`config.mk`:
```
export PLATFORM = sky130hd
export DESIGN_NAME = smtp_dot_stuffing_encoder
export DESIGN_NICKNAME = d
export VERILOG_FILES = /design/src/rtl/core/sde_pkg.sv /design/src/rtl/core/sde_expand.sv /design/src/rtl/core/smtp_dot_stuffing_encoder.sv
export SDC_FILE = /design/constraint.sdc
export NUM_CORES = 1
export LEC_CHECK = 0
export BUFFER_PORTS_ARGS = -buffer_cell sky130_fd_sc_hd__buf_2
export CAP_MARGIN = 30
export CORE_MARGIN = 5
export CORE_UTILIZATION = 56
export CTS_CLUSTER_DIAMETER = 80
export DETAILED_ROUTE_END_ITERATION = 10
export PLACE_DENSITY = 0.79
export SLEW_MARGIN = 20
export SYNTH_ARGS = -nofsm -noshare
export SYNTH_HDL_FRONTEND = slang
export SYNTH_HIERARCHICAL = 1
export SYNTH_SLANG_ARGS = --single-unit
```
`constraint.sdc`:
```
create_clock -name clk -period 2.9 [get_ports clk]
set_clock_uncertainty 0.1 [all_clocks]
set_input_delay 0.435 -clock clk [delete_from_list [all_inputs] [get_ports clk]]
set_output_delay 0.435 -clock clk [all_outputs]
set_load 0.005 [all_outputs]
```
`src/rtl/core/sde_pkg.sv`:
```
// ----------------------------------------------------------------------------
// sde_pkg
// Shared types and character constants for the SMTP dot-stuffing encoder.
// ----------------------------------------------------------------------------
package sde_pkg;

  localparam int unsigned MaxBytes = 5;
  localparam int unsigned CntW     = 3;

  localparam logic [7:0] CH_CR  = 8'h0D;
  localparam logic [7:0] CH_LF  = 8'h0A;
  localparam logic [7:0] CH_DOT = 8'h2E;

  localparam logic MODE_DATA = 1'b0;
  localparam logic MODE_EOM  = 1'b1;

  typedef struct packed {
    logic                          at_line_start;
    logic                          cr_just_seen;
  } line_state_t;

  // bytes[0] goes out first
  typedef struct packed {
    logic [MaxBytes-1:0][7:0]      bytes;
    logic [CntW-1:0]               cnt;
    logic                          eom;
  } burst_t;

endpackage

```
`src/rtl/core/sde_expand.sv`:
```
// ----------------------------------------------------------------------------
// sde_expand
// Expands one input transaction into its burst of encoded bytes and the
// next line state.
// ----------------------------------------------------------------------------
module sde_expand
  import sde_pkg::*;
(
  input  logic        mode,
  input  logic [7:0]  data_byte,
  input  line_state_t st,
  output burst_t      burst,
  output line_state_t st_nxt
);

  always_comb begin
    burst  = '0;
    st_nxt = st;
    if (mode == MODE_EOM) begin
      burst.eom = 1'b1;
      if (!st.at_line_start) begin
        burst.bytes[0] = CH_CR;
        burst.bytes[1] = CH_LF;
        burst.bytes[2] = CH_DOT;
        burst.bytes[3] = CH_CR;
        burst.bytes[4] = CH_LF;
        burst.cnt      = CntW'(5);
      end else begin
        burst.bytes[0] = CH_DOT;
        burst.bytes[1] = CH_CR;
        burst.bytes[2] = CH_LF;
        burst.cnt      = CntW'(3);
      end
      st_nxt.at_line_start = 1'b1;
      st_nxt.cr_just_seen  = 1'b0;
    end else if (data_byte == CH_LF && st.cr_just_seen) begin
      st_nxt.cr_just_seen = 1'b0;
    end else if (data_byte == CH_CR || data_byte == CH_LF) begin
      burst.bytes[0]       = CH_CR;
      burst.bytes[1]       = CH_LF;
      burst.cnt            = CntW'(2);
      st_nxt.at_line_start = 1'b1;
      st_nxt.cr_just_seen  = (data_byte == CH_CR);
    end else begin
      if (st.at_line_start && data_byte == CH_DOT) begin
        burst.bytes[0] = CH_DOT;
        burst.bytes[1] = CH_DOT;
        burst.cnt      = CntW'(2);
      end else begin
        burst.bytes[0] = data_byte;
        burst.cnt      = CntW'(1);
      end
      st_nxt.at_line_start = 1'b0;
      st_nxt.cr_just_seen  = 1'b0;
    end
  end

endmodule

```
`src/rtl/core/smtp_dot_stuffing_encoder.sv`:
```
// ----------------------------------------------------------------------------
// smtp_dot_stuffing_encoder
// Each input passes the hold register, then the output burst register.
// Throughput, while out_tready is high: one input per cycle while each yields
// at most one byte, as the output burst register, emitting one byte a cycle,
// sets the rate; an input yielding n bytes holds it until all n are taken.
// Reset (rst_n low, synchronous) empties both stages, sets start-of-line.
// ----------------------------------------------------------------------------
module smtp_dot_stuffing_encoder
  import sde_pkg::*;
(
  input  logic       clk,
  input  logic       rst_n,
  input  logic       in_tvalid,
  output logic       in_tready,
  input  logic [7:0] in_tdata,   // [7:0] data_byte
  input  logic       in_tuser,   // [0] mode
  output logic       out_tvalid,
  input  logic       out_tready,
  output logic [7:0] out_tdata,  // [7:0] out_byte
  output logic       out_tlast,  // last_of_run
  output logic       out_tuser   // [0] message_done
);

  logic        hold_v_r, hold_v_nxt;
  logic        hold_mode_r;
  logic [7:0]  hold_byte_r;
  line_state_t st_r, st_nxt, st_exp;
  burst_t      exp_burst;
  logic [MaxBytes-1:0][7:0] bytes_r, bytes_nxt;
  logic [CntW-1:0] rem_r, rem_nxt;
  logic        eom_r, eom_nxt;
  logic        take, burst_free, move, accept;

  sde_expand u_expand (
    .mode      (hold_mode_r),
    .data_byte (hold_byte_r),
    .st        (st_r),
    .burst     (exp_burst),
    .st_nxt    (st_exp)
  );

  assign out_tvalid = (rem_r != '0);
  assign out_tdata  = bytes_r[0];
  assign out_tlast  = (rem_r == CntW'(1));
  assign out_tuser  = eom_r && (rem_r == CntW'(1));

  assign take       = out_tvalid && out_tready;
  assign burst_free = (rem_r == '0) || (take && rem_r == CntW'(1));
  assign move       = hold_v_r && burst_free;
  assign in_tready  = !hold_v_r || burst_free;
  assign accept     = in_tvalid && in_tready;

  always_comb begin
    hold_v_nxt = hold_v_r;
    if (accept) begin
      hold_v_nxt = 1'b1;
    end else if (move) begin
      hold_v_nxt = 1'b0;
    end
    st_nxt    = move ? st_exp : st_r;
    bytes_nxt = bytes_r;
    rem_nxt   = rem_r;
    eom_nxt   = eom_r;
    if (move) begin
      bytes_nxt = exp_burst.bytes;
      rem_nxt   = exp_burst.cnt;
      eom_nxt   = exp_burst.eom;
    end else if (take) begin
      bytes_nxt = {8'h00, bytes_r[MaxBytes-1:1]};
      rem_nxt   = rem_r - CntW'(1);
    end
  end

  always_ff @(posedge clk) begin
    if (!rst_n) begin
      hold_v_r         <= 1'b0;
      rem_r            <= '0;
      st_r.at_line_start <= 1'b1;
      st_r.cr_just_seen  <= 1'b0;
    end else begin
      hold_v_r <= hold_v_nxt;
      rem_r    <= rem_nxt;
      st_r     <= st_nxt;
    end
  end

  always_ff @(posedge clk) begin
    if (accept) begin
      hold_mode_r <= in_tuser;
      hold_byte_r <= in_tdata;
    end
    bytes_r <= bytes_nxt;
    eom_r   <= eom_nxt;
  end

endmodule

```
==> impl_summary.log <==
INFO  metric synthMostInstantiatedCell = sky130_fd_sc_hd__edfxtp_1
INFO  metric synth_area = 0.00309 mm^2
INFO  metric met3_usage = 3.34%
INFO  metric worstSkewPairLatency = 0.30 ns
INFO  metric critPathCaptureType = flop
INFO  metric setup_viol = 0
INFO  metric finalWeightedCongestion = 0.816
INFO  metric diodes = 0
INFO  metric synth-simple-area-share = 12.6%
INFO  metric number_of_antenna_violations_at_the_first_check_in_global_routing = 0
INFO  metric cts_made_buffers = 5
INFO  metric totalNegativeSetupSlack = 0 ns
INFO  metric cell_accounting_for_the_most_synthesized_area = sky130_fd_sc_hd__edfxtp_1
INFO  metric design_area = 0.00313 mm^2
INFO  metric synth.top_cells.by_area = sky130_fd_sc_hd__edfxtp_1 (49%), sky130_fd_sc_hd__mux2_4 (14%), sky130_fd_sc_hd__buf_4 (8.7%)
INFO  metric postSynth.asyncResetShare = 0%
INFO  metric synth_adder_area_share = 1.21%
INFO  metric initial_drc_count = 76
INFO  metric power.density = 937 mW/mm^2
INFO  metric post_layout_util = 57.6%
INFO  metric dp_hpwl = 3.13 mm
INFO  metric die_w = 84.3 um
INFO  metric clock_tree.htree_level_count = 2
INFO  metric static_leakage = 0.00126 uW
INFO  metric layout-area-overhead-vs-synth = 1.34%
INFO  metric worst_vdd_drop = 0.000846 V
INFO  metric tightestPinTransition = 0.731 ns
INFO  metric ios = 25
INFO  metric totalPowerFinal = 2940 uW
INFO  metric layout_cells_sized_above_1 = 29.6%
INFO  metric grt_start_max_net_pins = 41
INFO  metric finalNonFillerCells = 305
INFO  metric fill_cells = 443
INFO  metric die_y = 84.3 um
INFO  metric buffer_ports.inserted = 24
INFO  metric antenna_violation_net_count_after_detailed_routing = 0
INFO  metric initial_utilization = 56.9%
INFO  metric cts.root.buffer_cell = sky130_fd_sc_hd__clkbuf_8
INFO  metric cts_hold_buffers = 0
INFO  metric design.die.area = 0.00711 mm^2
INFO  metric min_period = 2.16 ns
INFO  metric placed_cells = 298
INFO  metric drt-total-wl = 4.45 mm
INFO  metric finalHoldViolations = 0
INFO  metric first_global_vias = 1628
INFO  metric fmax = 0.463 GHz
INFO  metric detail_route.drc_violations = 0
INFO  metric fp-row-count = 27
INFO  metric yosys_most_used_dff = sky130_fd_sc_hd__edfxtp_1
INFO  metric power_switching_share = 29.7%
INFO  metric synth_cell_type_count = 49
INFO  metric footprint_of_the_multi_input_gates = 0.00117 mm^2
INFO  metric slew_violations = 0
INFO  metric criticalPathCategory = reg -> reg
INFO  metric placed_area = 0.00305 mm^2
INFO  metric detail_route.first_pass.iterations = 4
INFO  metric post_synth_mux_area_share = 15.0%
INFO  metric start_kind = flop
INFO  metric status = finished, final reports clean
INFO  metric synth_common_cells = sky130_fd_sc_hd__edfxtp_1 (50), sky130_fd_sc_hd__buf_4 (36), sky130_fd_sc_hd__mux2_4 (28)
INFO  metric cts_tree = yes
INFO  metric yosysWarnings = 6
INFO  metric grt_setup_unrepaired = false
INFO  metric wire_per_inst = 14.6 um
INFO  metric synth-compound-area-share = 6.88%
INFO  metric globalRouteTotalUtil = 13.3%
INFO  metric regArea = 0.00162 mm^2
INFO  metric data_required_critical_path = 2.86 ns
INFO  metric clock_transition_at_the_registers_of_the_reported_paths = 0.10 ns
INFO  metric syn_inst = 227
INFO  metric combinationalPowerShare = 35.9%
INFO  metric floorplan.core_area = 0.00544 mm^2
INFO  metric slew_headroom = 51.3%
INFO  metric p_int = 2070 uW
INFO  metric max_cap_violations = 0
INFO  metric data_arrival_time_at_the_worst_slack_endpoint = 2.12 ns
INFO  metric post-route-period-util = 74.4%
INFO  metric largest_family_of_logic_cells_by_synthesized_area = multiplexers
INFO  metric power.share.sequential = 50.2%
INFO  metric synthesis.area_per_instance = 13.6 um^2
INFO  metric grt.overflow.total = 0
INFO  metric netSwitchingPower = 872 uW
INFO  metric synth_edf_count = 50
INFO  metric synthesized_area_fraction_occupied_by_xor_and_xnor_cells = 0%
INFO  metric cp_max_fo = 34
INFO  metric busiest_grt_layer = met2
INFO  metric hold_path_class = in -> reg
INFO  metric synth.ff_latch_count = 56
INFO  metric postCtsSetupBuffers = 0
INFO  metric yosysSeqAreaShare = 52.4%
INFO  metric grt_use_met2 = 23.4%
INFO  metric vias_per_cell = 5.25
INFO  metric clk_pwr_share = 13.9%
INFO  metric clock-sinks = 56
INFO  metric post_synth_top_area_share = 48.5%
INFO  metric first_pass_grt_wire_length = 7.65 mm
INFO  metric max-clock-path-buffers = 2
INFO  metric post_cts_resize_count = 0
INFO  metric met1_capacity_usage_during_global_routing = 16.3%
INFO  metric fin_nets = 249
INFO  metric routed-via-count = 1601
[sequential cells by signal, indices dropped and copies added, names as in the netlist]
| register | count |
|---|---|
| hold_mode_r | 1 |
| rem_r | 3 |
| eom_r | 1 |
| bytes_r | 32 |
| hold_byte_r | 8 |
| out_tdata | 8 |
| hold_v_r | 1 |
| st_r | 2 |
[critical path: stages, from the launching register on]
cell	delay, ns
sky130_fd_sc_hd__dfxtp_1	0.34
sky130_fd_sc_hd__inv_1	0.10
sky130_fd_sc_hd__ha_1	0.28
sky130_fd_sc_hd__a21oi_4	0.09
sky130_fd_sc_hd__nor2_8	0.60
sky130_fd_sc_hd__mux2_1	0.39
[metal layers]
metal	wire length [um]	vias up
li1	-	798
met1	1890	771
met2	2340	27
met3	176	5
met4	46	0
met5	0	-
[cell type report]
cell class / instances / area share [%]
Clock buffer: 5 / 2.20
Clock inverter: 2 / 0.399
Inverter: 11 / 1.32
Multi-Input combinational cell: 134 / 37.4
Sequential cell: 56 / 51.7
Tap cell: 72 / 2.87
Timing Repair Buffer: 25 / 4.07
[stage by stage]
stage / hold WS [ns] / setup slack, ns
finish: 0.198 / 0.742
CTS: 0.195 / 0.733
detailed placement: 0.410 / 0.737
global placement: 0.377 / 0.815
global route: 0.177 / 0.540
floorplan: 0.359 / 0.616
[power by group through the flow]
stage / Clock, uW / Sequential, uW / Combinational [uW]
floorplan: 0 / 1460 / 983
global placement: 0 / 1480 / 1020
detailed placement: 0 / 1500 / 1070
CTS: 417 / 1480 / 1070
global route: 455 / 1520 / 1160
finish: 408 / 1480 / 1050
[cells in the final DEF, fill, tap and decap left out, types with 5 or more instances in the layout]
cell type                  instances
sky130_fd_sc_hd__clkbuf_8          5
sky130_fd_sc_hd__conb_1           18
sky130_fd_sc_hd__edfxtp_1         50
sky130_fd_sc_hd__and3_1           11
sky130_fd_sc_hd__dfxtp_1           6
sky130_fd_sc_hd__inv_1             9
sky130_fd_sc_hd__nor2b_1           7
sky130_fd_sc_hd__nand3_1           7
sky130_fd_sc_hd__mux2_4           28
sky130_fd_sc_hd__buf_2            24
[cells by family after synthesis]
family,after synthesis
other,1
adders and majority gates,3
and+or+nand+nor,53
buffers and inverters,54
DFF,56
muxes,32
AOI/OAI and AO/OA,28
[path summary, 6_finish.rpt]
kind | from | end | slack (ns) | cells past startpoint
max | rem_r[0] | bytes_r[30] | 0.74 | 5
min | in_tdata[7] | hold_byte_r[7] | 0.20 | 1
max reg2reg | rem_r[0] | bytes_r[30] | 0.74 | 5
min reg2reg | rem_r[1] | rem_r[1] | 0.42 | 2
No activity file was read; power rests on OpenSTA's default activity.
